## src/rtl/fisp_pkg.sv

```systemverilog
package fisp_pkg;

    localparam int POOL_DEPTH_DEF = 64;

    localparam int HANDLE_W    = 32;
    localparam int OFFSET_W    = 22;
    localparam int STATUS_W    = 2;
    localparam int COUNT_W     = 7;
    localparam int ACTION_W    = 2;
    localparam int POOL_SIZE_W = 7;
    localparam int RES_SIZE_W  = 16;
    localparam int CFG_DATA_W  = 16;
    localparam int CFG_IDX_W   = 1;

    localparam logic [HANDLE_W-1:0] INVALID_HANDLE = 32'hFFFF_FFFF;

    localparam logic [ACTION_W-1:0] ACT_OBTAIN   = 2'd0;
    localparam logic [ACTION_W-1:0] ACT_RELEASE  = 2'd1;
    localparam logic [ACTION_W-1:0] ACT_FREE_ALL = 2'd2;
    localparam logic [ACTION_W-1:0] ACT_ACCESS   = 2'd3;

    localparam logic [STATUS_W-1:0] ST_OK        = 2'd0;
    localparam logic [STATUS_W-1:0] ST_EXHAUSTED = 2'd1;
    localparam logic [STATUS_W-1:0] ST_UNDERFLOW = 2'd2;
    localparam logic [STATUS_W-1:0] ST_INVALID   = 2'd3;

    localparam logic [CFG_IDX_W-1:0] CFG_POOL_SIZE = 1'b0;
    localparam logic [CFG_IDX_W-1:0] CFG_RES_SIZE  = 1'b1;

    localparam logic [POOL_SIZE_W-1:0] POOL_SIZE_RST = 7'd64;
    localparam logic [RES_SIZE_W-1:0]  RES_SIZE_RST  = 16'd1;

    typedef struct packed {
        logic [ACTION_W-1:0] action;
        logic [HANDLE_W-1:0] handle;
    } req_t;

    typedef struct packed {
        logic [HANDLE_W-1:0] result_handle;
        logic [OFFSET_W-1:0] byte_offset;
        logic [STATUS_W-1:0] status;
        logic [COUNT_W-1:0]  in_use_count;
    } rsp_t;

    // Commands from the controller to the datapath.
    typedef struct packed {
        logic capture;
        logic exec;
    } cmd_t;

endpackage

```

## src/rtl/fisp_ctrl.sv

```systemverilog
module fisp_ctrl (
    input  logic             aclk,
    input  logic             aresetn,
    input  logic             s_valid,
    output logic             s_ready,
    output logic             m_valid,
    input  logic             m_ready,
    output fisp_pkg::cmd_t   cmd
);

    localparam logic S_IDLE = 1'b0;
    localparam logic S_EXEC = 1'b1;

    logic state_reg, state_next;
    logic out_valid_reg, out_valid_next;

    // The request runs once the stack read is back and the output slot is free.
    assign s_ready     = (state_reg == S_IDLE);
    assign cmd.capture = s_valid && s_ready;
    assign cmd.exec    = (state_reg == S_EXEC) && (!out_valid_reg || m_ready);
    assign m_valid     = out_valid_reg;

    always_comb begin
        state_next = state_reg;
        unique case (state_reg)
            S_IDLE: begin
                if (cmd.capture) begin
                    state_next = S_EXEC;
                end
            end
            S_EXEC: begin
                if (cmd.exec) begin
                    state_next = S_IDLE;
                end
            end
            default: state_next = S_IDLE;
        endcase
    end

    always_comb begin
        if (cmd.exec) begin
            out_valid_next = 1'b1;
        end else if (m_ready) begin
            out_valid_next = 1'b0;
        end else begin
            out_valid_next = out_valid_reg;
        end
    end

    always_ff @(posedge aclk) begin
        if (!aresetn) begin
            state_reg     <= S_IDLE;
            out_valid_reg <= 1'b0;
        end else begin
            state_reg     <= state_next;
            out_valid_reg <= out_valid_next;
        end
    end

endmodule

```

## src/rtl/fisp_dp.sv

```systemverilog
module fisp_dp #(
    parameter int POOL_DEPTH = fisp_pkg::POOL_DEPTH_DEF
) (
    input  logic                                 aclk,
    input  logic                                 aresetn,
    input  fisp_pkg::cmd_t                       cmd,
    input  fisp_pkg::req_t                       s_data,
    output fisp_pkg::rsp_t                       m_data,
    input  logic                                 cfg_wr_en,
    input  logic [fisp_pkg::CFG_IDX_W-1:0]       cfg_index,
    input  logic [fisp_pkg::CFG_DATA_W-1:0]      cfg_wr_data
);

    localparam int AW = $clog2(POOL_DEPTH);
    localparam int HW = $clog2(POOL_DEPTH + 1);
    localparam int SW = (HW > fisp_pkg::POOL_SIZE_W) ? HW : fisp_pkg::POOL_SIZE_W;
    localparam int PW = fisp_pkg::OFFSET_W + fisp_pkg::RES_SIZE_W;

    logic [AW-1:0] mem [POOL_DEPTH];
    logic [AW-1:0] rd_data_reg;

    logic [HW-1:0] head_reg, head_next;
    logic [HW-1:0] wm_reg, wm_next;
    logic [fisp_pkg::POOL_SIZE_W-1:0] pool_size_reg;
    logic [fisp_pkg::RES_SIZE_W-1:0]  res_size_reg;

    fisp_pkg::req_t req_reg;
    fisp_pkg::rsp_t out_reg, out_next;

    logic [SW-1:0] pool_ext, depth_c, size_c, head_ext;
    logic [AW-1:0] popped;
    logic [AW-1:0] wr_addr;
    logic          mem_we;
    logic [PW-1:0] prod;

    // Entries at or above the high-water mark have not been written since
    // the last refill, so a pop there takes its own index, not the stored data.
    assign popped = (head_reg >= wm_reg) ? head_reg[AW-1:0] : rd_data_reg;

    always_comb begin
        pool_ext = SW'(pool_size_reg);
        depth_c  = SW'(POOL_DEPTH);
        size_c   = (pool_ext > depth_c) ? depth_c : pool_ext;
        head_ext = SW'(head_reg);
        prod     = PW'(req_reg.handle[fisp_pkg::OFFSET_W-1:0]) * PW'(res_size_reg);

        head_next = head_reg;
        wm_next   = wm_reg;
        mem_we    = 1'b0;
        wr_addr   = AW'(head_reg - HW'(1));

        out_next.result_handle = fisp_pkg::INVALID_HANDLE;
        out_next.byte_offset   = '0;
        out_next.status        = fisp_pkg::ST_OK;

        unique case (req_reg.action)
            fisp_pkg::ACT_OBTAIN: begin
                if (head_ext < size_c) begin
                    out_next.result_handle = fisp_pkg::HANDLE_W'(popped);
                    head_next = head_reg + HW'(1);
                    if (head_next > wm_reg) begin
                        wm_next = head_next;
                    end
                end else begin
                    out_next.status = fisp_pkg::ST_EXHAUSTED;
                end
            end
            fisp_pkg::ACT_RELEASE: begin
                if (head_reg == '0) begin
                    out_next.status = fisp_pkg::ST_UNDERFLOW;
                end else if (req_reg.handle >= fisp_pkg::HANDLE_W'(size_c)) begin
                    out_next.status = fisp_pkg::ST_INVALID;
                end else begin
                    head_next = head_reg - HW'(1);
                    mem_we    = 1'b1;
                end
            end
            fisp_pkg::ACT_FREE_ALL: begin
                head_next = '0;
                wm_next   = '0;
            end
            fisp_pkg::ACT_ACCESS: begin
                if (req_reg.handle == fisp_pkg::INVALID_HANDLE) begin
                    out_next.status = fisp_pkg::ST_INVALID;
                end else begin
                    out_next.byte_offset = prod[fisp_pkg::OFFSET_W-1:0];
                end
            end
            default: out_next.status = fisp_pkg::ST_OK;
        endcase

        out_next.in_use_count = fisp_pkg::COUNT_W'(head_next);
    end

    always_ff @(posedge aclk) begin
        if (!aresetn) begin
            head_reg      <= '0;
            wm_reg        <= '0;
            pool_size_reg <= fisp_pkg::POOL_SIZE_RST;
            res_size_reg  <= fisp_pkg::RES_SIZE_RST;
        end else begin
            if (cmd.exec) begin
                head_reg <= head_next;
                wm_reg   <= wm_next;
            end
            if (cfg_wr_en) begin
                unique case (cfg_index)
                    fisp_pkg::CFG_POOL_SIZE:
                        pool_size_reg <= cfg_wr_data[fisp_pkg::POOL_SIZE_W-1:0];
                    fisp_pkg::CFG_RES_SIZE:
                        res_size_reg <= cfg_wr_data[fisp_pkg::RES_SIZE_W-1:0];
                    default: pool_size_reg <= pool_size_reg;
                endcase
            end
        end
    end

    always_ff @(posedge aclk) begin
        if (cmd.capture) begin
            req_reg <= s_data;
        end
        if (cmd.exec) begin
            out_reg <= out_next;
        end
    end

    // Stack storage: one write port, one registered read at the head.
    always_ff @(posedge aclk) begin
        if (cmd.exec && mem_we) begin
            mem[wr_addr] <= req_reg.handle[AW-1:0];
        end
        rd_data_reg <= mem[head_reg[AW-1:0]];
    end

    assign m_data = out_reg;

`ifndef SYNTHESIS
    a_head_below_mark: assert property (@(posedge aclk) disable iff (!aresetn)
        head_reg <= wm_reg)
        else $error("stack head above high-water mark");

    a_mark_in_depth: assert property (@(posedge aclk) disable iff (!aresetn)
        wm_reg <= HW'(POOL_DEPTH))
        else $error("high-water mark beyond stack depth");

    a_free_all_clears: assert property (@(posedge aclk) disable iff (!aresetn)
        (cmd.exec && req_reg.action == fisp_pkg::ACT_FREE_ALL)
        |=> (head_reg == '0 && wm_reg == '0 && out_reg.in_use_count == '0))
        else $error("free all did not empty the pool");

    a_no_write_when_empty: assert property (@(posedge aclk) disable iff (!aresetn)
        (cmd.exec && mem_we) |-> (head_reg != '0))
        else $error("stack write with empty head");
`endif

endmodule

```

## src/rtl/free_index_stack_pool_top.sv

```systemverilog
// Fixed-size slot allocator built on a stack of free slot indices. Each input
// transaction carries an action (obtain, release, free all or access) and a
// handle, and produces exactly one result transaction with the handle handed
// out, the byte offset for an access (handle times resource_size, low 22 bits),
// a status code and the number of slots outstanding afterwards. Obtain pops
// the next free index or reports exhaustion with the all-ones handle; release
// pushes a handle back and flags a release with nothing outstanding or a
// handle at or beyond the active pool size, leaving the state untouched; free
// all empties the pool at once. Each item is accepted, with the free stack
// memory read at the head, and then executed: the registered read data and
// the offset multiplier feed the output register, which is loaded once it is
// free or being read. A new transaction is accepted while a result still
// waits in the output register, but not before the last one has executed.
// There is no clearing pass after reset or free all: a high-water mark tells
// which stack entries are read as their own index. pool_size (register 0) and
// resource_size (register 1) are written through the configuration port by
// the user only while the block is idle; the block does not enforce this.
module free_index_stack_pool_top #(
    parameter int POOL_DEPTH = fisp_pkg::POOL_DEPTH_DEF
) (
    input  logic                               aclk,
    input  logic                               aresetn,

    input  logic                               s_valid,
    output logic                               s_ready,
    input  fisp_pkg::req_t                     s_data,

    output logic                               m_valid,
    input  logic                               m_ready,
    output fisp_pkg::rsp_t                     m_data,

    input  logic                               cfg_wr_en,
    input  logic [fisp_pkg::CFG_IDX_W-1:0]     cfg_index,
    input  logic [fisp_pkg::CFG_DATA_W-1:0]    cfg_wr_data
);

    fisp_pkg::cmd_t cmd;

    // The controller sequences each transaction and owns the result valid.
    fisp_ctrl u_ctrl (
        .aclk    (aclk),
        .aresetn (aresetn),
        .s_valid (s_valid),
        .s_ready (s_ready),
        .m_valid (m_valid),
        .m_ready (m_ready),
        .cmd     (cmd)
    );

    // The datapath holds the stack, head, configuration and result register.
    fisp_dp #(
        .POOL_DEPTH (POOL_DEPTH)
    ) u_dp (
        .aclk        (aclk),
        .aresetn     (aresetn),
        .cmd         (cmd),
        .s_data      (s_data),
        .m_data      (m_data),
        .cfg_wr_en   (cfg_wr_en),
        .cfg_index   (cfg_index),
        .cfg_wr_data (cfg_wr_data)
    );

endmodule
```

## config.mk

```make
export PLATFORM = sky130hd
export DESIGN_NAME = free_index_stack_pool_top
export DESIGN_NICKNAME = d
export VERILOG_FILES = /design/src/rtl/fisp_pkg.sv /design/src/rtl/fisp_ctrl.sv /design/src/rtl/fisp_dp.sv /design/src/rtl/free_index_stack_pool_top.sv
export SDC_FILE = /design/constraint.sdc
export NUM_CORES = 1
export LEC_CHECK = 0
export BUFFER_PORTS_ARGS = -buffer_cell sky130_fd_sc_hd__buf_4
export CAP_MARGIN = 20
export CORE_MARGIN = 1
export CORE_UTILIZATION = 40
export CTS_CLUSTER_DIAMETER = 30
export CTS_CLUSTER_SIZE = 12
export DETAILED_ROUTE_END_ITERATION = 6
export HOLD_SLACK_MARGIN = 0.02
export PLACE_DENSITY_LB_ADDON = 0.3
export SLEW_MARGIN = 10
export SYNTH_ARGS = -nofsm -noshare
export SYNTH_HDL_FRONTEND = slang
export SYNTH_SLANG_ARGS = --single-unit
export TNS_END_PERCENT = 100
```

## constraint.sdc

```tcl
create_clock -name aclk -period 7.23 [get_ports aclk]
set_input_delay 1.446 -clock aclk [delete_from_list [all_inputs] [get_ports aclk]]
set_output_delay 1.446 -clock aclk [all_outputs]
set_load 0.05 [all_outputs]
```

* Yosys cells after proc, flatten, opt, wreduce, memory -nomap -nowiden
Memories as Yosys holds them, arrays and structs flattened. A register that Yosys moved wholly into a read port is not among the register bits. Index checks and enable logic that the tools add are counted.
Word-level totals: register bits 136, memory bits (writable) 384, input bits 56, output and inout port bits 65, logic and storage cells 70, memories kept 1
Memory list:
- u_dp.mem | words 64, width 6, rd ports 1, clocked after Yosys merged registers in 1, wr ports 1, RTL line fisp_dp.sv:19 | logic [AW-1:0] mem [POOL_DEPTH];
Operators by class: add/sub/neg operators 2, $mul 1, $lt $le $gt $ge 5, equality and inequality tests 6, multiplexer cells 25, bitwise logic cells 3, reduce and logical (&&, ||, !) cells 14
Operators with widths (count):
- two-way mux 7 bit | 6
- equality test 32 bit, second input constant | 1
- >= comparator 32 x 7 -> 1 bit | 1
- two-way mux 32 bit | 1
- multiplier 22 x 16 -> 22 bit | 1
- one-hot mux 7 bit (3 select lines) | 1
- one-hot mux 7 bit (2 select lines) | 1
- two-way mux 1 bit | 10
- adder 7 x 1 -> 7 bit, second input constant | 1
- >= comparator 7 bit | 1
- greater-than comparator 7 bit | 1
- greater-than comparator 7 bit, second input constant | 1
- logical NOT 7 bit | 1
- less-than comparator 7 bit | 1
- subtractor 7 x 1 -> 7 bit, second input constant | 1
- two-way mux 2 bit | 3
- two-way mux 6 bit | 1
- one-hot mux 2 bit (3 select lines) | 1
- AND reduction 2 bit | 3
- equality test 2 bit, second input constant | 2
- inequality test 2 x 1 -> 1 bit, second input constant | 2
- AND reduction 4 bit | 1
- nonzero test 2 bit | 2
- logical AND 1 bit | 3
- 7 further kinds | 9

* Depth between registers and ports, before layout
word-level depth 9, mapped depth 22, depth with buffers taken out 20

* Hierarchy
Synthesis repeated with hierarchy kept, for this count alone.
Unflattened totals: cell total of the unflattened synthesis 1935, area, all modules 27109.8 µm²
By module, submodules not included:
- fisp_dp | times used 1, cells an instance 1925, area an instance 26999.6 µm², sequential area each 14554.0 µm²
- fisp_ctrl | times used 1, cells an instance 10, area an instance 110.1 µm², sequential area each 40.0 µm²

* Worst setup path before layout
OpenSTA, ideal clock, no wires.
path kind flip-flop to flip-flop, start register u_dp.req_reg[5] (netlist name), end register u_dp.out_reg (netlist bit u_dp.m_data[29]) (data pin), arrival time 6.122 ns, path slack 0.950 ns, cell stages (with the launch flop) 21, buffers on the path 1, path through edfxtp_1 clkbuf_1 nand2_1 fa_1 fa_1 inv_1 ha_1 inv_1 fa_1 fa_1 inv_1 fa_1 ha_1 o21a_1 o21a_1 a211oi_1 nor3_1 o21ba_2 a211o_1 and3_1 nor3_1
On the way: longest elaborated chain between the ends 2, elaborated cells between the ends (all ways) 3, classes of those cells mul: 1; eq/ne: 1; reduce/logical: 1
Ends and longest elaborated chain:
- start, declared | RTL line fisp_dp.sv:27 | fisp_pkg::req_t req_reg;
- start signal, assigned | RTL line fisp_dp.sv:120 | req_reg <= s_data;
- branches (longest 2 deep; another with multiplier 22 x 16 -> 22 bit)
- end signal, assigned | RTL line fisp_dp.sv:123 | out_reg <= out_next;
- end, declared | RTL line fisp_dp.sv:28 | fisp_pkg::rsp_t out_reg, out_next;
Parallel ways; which one is timed is not known. A chain may end at the register's enable or synchronous reset.

* Final worst setup path
start register u_dp.req_reg[3] (netlist name), end register u_dp.out_reg (netlist bit u_dp.m_data[28]) (data pin)
The elaborated chain is that of the path after synthesis.

==> reports/results.tsv <==
metric	value	unit
grt_pass1_wl	102000	um
die_h	262	um
gp_congestion	0.860	
synth_flop_cell	edfxtp_1	
drt_iter0_drc	1435	
hold_viol	0	
setup_violations	0	
avgSynthCellArea	14.1	sq um
cts_made_buffers	90	
hpwlAfterDp	44600	um
fin_crit_sh	86.7	%
drive_gt1_share	20.4	%
wl_per_cell	22.0	um
wl	65600	um
critPathCapture	u_dp.m_data[28]	
viasPerCell	5.38	
row_count	94	
startpoint	u_dp.req_reg[3]	
max_freq	0.159	GHz
path_clk_slew	0.05	ns
htreeDepth	3	
worstSetupStartpointType	flip-flop	
cts.path.max_buffers	3	
hold_depth	2	
place_inst	2808	
synth_fp_nets	2225	
dr.pass1.iters	5	
n_antenna_cell	0	
area_delta_synth_final	18.0	%
report.final.slew_viol_count	0	
coreArea	0.0663	sq mm
p_per_area	285	mW/mm^2
crit_required	7.55	ns
dieWidth	262	um
ys_types	65	
clock_sinks	501	
synth_edf_count	456	
drv_cap	0	
yosysSeqAreaShare	54.0	%
clock-root-buffer	clkbuf_16	
ios	121	
critPathCaptureType	flip-flop	
rsz0062_at_grt	false	
synth-seq-cells	501	
initial_core_util	40.7	%
cts_hold_buf	0	
rr_endpoint	u_dp.m_data[28]	
hp-start	u_dp.wm_reg[3]	
setup_tns	0	ns
largest_reg_flops	384	
yosys_warnings	0	
arrival	6.59	ns
antenna_found_initial	0	
drc	0	
rr_worst_depth	21	
place_ws	1.02	ns
p_leak	11.5	nW
cts_resized	0	
grt_max_degree	71	
run_status	completed	
vdd_ir_drop_max	0.185	mV
slew_headroom	35.1	%
ant_nets	0	
power	9.07	mW
vias	16000	
r2r-start	u_dp.req_reg[3]	
post_cts_buffers	0	
die_area	0.0686	sq mm
clkLatencyLatePin	0.65	ns
path_class	flip-flop to flip-flop	
finalWorstSetupSlack	0.959	ns
worst_slew_pin_slew	0.972	ns
track_usage	19.7	%
cts_tree	yes	
synth.cell_area	0.0270	sq mm
finalCriticalPeriod	6.27	ns
grt_pass1_vias	16900	
nNetsFinal	2342	
crit_path_max_fanout	68	
finalClockSkew	0.0560	ns
whs	0.448	ns
hold_path_class	flip-flop to flip-flop	
fin_cells	2978	
io_buffers	120	
async_reset_ff_share	0	%
grt_overflow	0	
r2r_slack	0.96	ns
syn_inst	1920	
## power breakdown
| part | internal, mW | total [mW] | switching (mW) |
|---|---|---|---|
| combinational | 0.523 | 1.32 | 0.800 |
| clock | 2.90 | 4.44 | 1.54 |
| sequential | 3.23 | 3.31 | 0.0820 |
## stage by stage
step / util [%] / instance area, sq um
CTS: 48.0 / 31900
global placement: 43.1 / 28600
finish: 48.1 / 31900
floorplan: - / 27000
detailed placement: 43.1 / 28600
global route: 48.1 / 31900
## cell type report
type / count / area (sq um)
sequential: 501 / 14600
clock inverter: 68 / 926
inverter: 206 / 773
clock buffer: 101 / 2330
tap: 864 / 1080
timing repair buffer: 137 / 1040
multi-input combinational: 1101 / 11100
fill: 5644 / 34500
## kinds of logic (layout without fill, tap and decap cells)
family                   after synthesis  after routing  share of synthesized area [%]
AO/OA/AOI/OAI                        137            137                           3.62
XOR/XNOR                              52             52                           1.68
adder cells (fa/ha/maj)              249            249                           16.1
AND/OR/NAND/NOR                      531            531                           9.19
buffers and inverters                318            512                           4.89
multiplexers                         132            132                           10.5
flip-flops                           501            501                           54.0
## cells in the mapped netlist, types with 3 or more instances
master / count / share of area (%)
nand2b_1: 8 / 0.19
nor4_1: 9 / 0.21
xor2_1: 18 / 0.58
o2bb2ai_1: 3 / 0.097
o31ai_1: 3 / 0.083
a221oi_1: 3 / 0.097
nor3_1: 11 / 0.20
a21boi_0: 18 / 0.50
edfxtp_1: 456 / 51
mux2i_1: 9 / 0.33
nand3_1: 16 / 0.30
nand4_1: 18 / 0.42
a211o_1: 3 / 0.097
ha_1: 85 / 3.9
fa_1: 164 / 12
o21ai_1: 3 / 0.056
xnor2_1: 34 / 1.1
dfxtp_1: 45 / 3.3
nand3b_1: 6 / 0.17
nand2_1: 224 / 3.1
or3_1: 4 / 0.093
o21a_1: 6 / 0.17
or2_2: 3 / 0.069
o2111ai_1: 6 / 0.19
a21o_1: 13 / 0.36
clkbuf_1: 62 / 0.86
mux4_2: 122 / 10
and3_1: 6 / 0.14
and2_1: 98 / 2.3
nor2b_1: 14 / 0.32
a211oi_1: 5 / 0.14
inv_1: 204 / 2.8
buf_1: 10 / 0.14
buf_4: 29 / 0.81
buf_2: 10 / 0.19
nor2_1: 107 / 1.5
a21oi_1: 23 / 0.43
o21ai_0: 29 / 0.54
## per-layer routing
metal  vias to the layer above  global-route usage [%]  share of wire, %
li1                       7010                       -                 -
met1                      8303                    27.0                43
met2                       574                    31.5                48
met3                       120                    3.98               6.8
met4                         0                    6.17               2.5
met5                         -                       0                 0
## layout by cell type, fill, tap and decap left out, drive strengths merged, types with 4 or more instances in the layout
cell / count
edfxtp: 456
nand2: 224
inv: 216
fa: 164
buf: 137
mux4: 122
nor2: 108
clkbuf: 101
and2: 99
ha: 85
dfxtp: 45
clkinv: 37
xnor2: 34
o21ai: 33
a21oi: 26
a21boi: 19
nand4: 18
xor2: 18
nand3: 16
bufinv: 15
nor2b: 14
a21o: 13
nor3: 11
nor4: 10
mux2i: 9
nand2b: 8
o21a: 6
and3: 6
nand3b: 6
o2111ai: 6
clkinvlp: 6
a211oi: 5
or3: 4
## how the worst min path moves through the flow
| stage | end | slack (ns) |
|---|---|---|
| floorplan | u_dp.wm_reg[3] | 0.43 |
| finish | u_dp.wm_reg[3] | 0.45 |
| detailed placement | u_dp.wm_reg[3] | 0.44 |
| global placement | u_dp.wm_reg[4] | 0.44 |
| CTS | u_dp.wm_reg[3] | 0.45 |
| global route | u_dp.wm_reg[3] | 0.48 |
## worst max-delay path, cell delays in order (launching register included)
cell	delay [ns]
edfxtp_1	0.74
buf_4	0.64
and2_1	0.25
fa_1	0.43
ha_1	0.29
ha_1	0.13
inv_1	0.05
fa_1	0.48
inv_1	0.04
ha_1	0.26
inv_1	0.05
fa_1	0.48
inv_1	0.04
ha_1	0.34
o21ai_0	0.31
o21ai_0	0.24
a311oi_1	0.46
nor3b_1	0.15
o31a_1	0.26
nor2_1	0.12
xor2_1	0.16
nor2_1	0.05
Power figures use the tool's default switching activity.
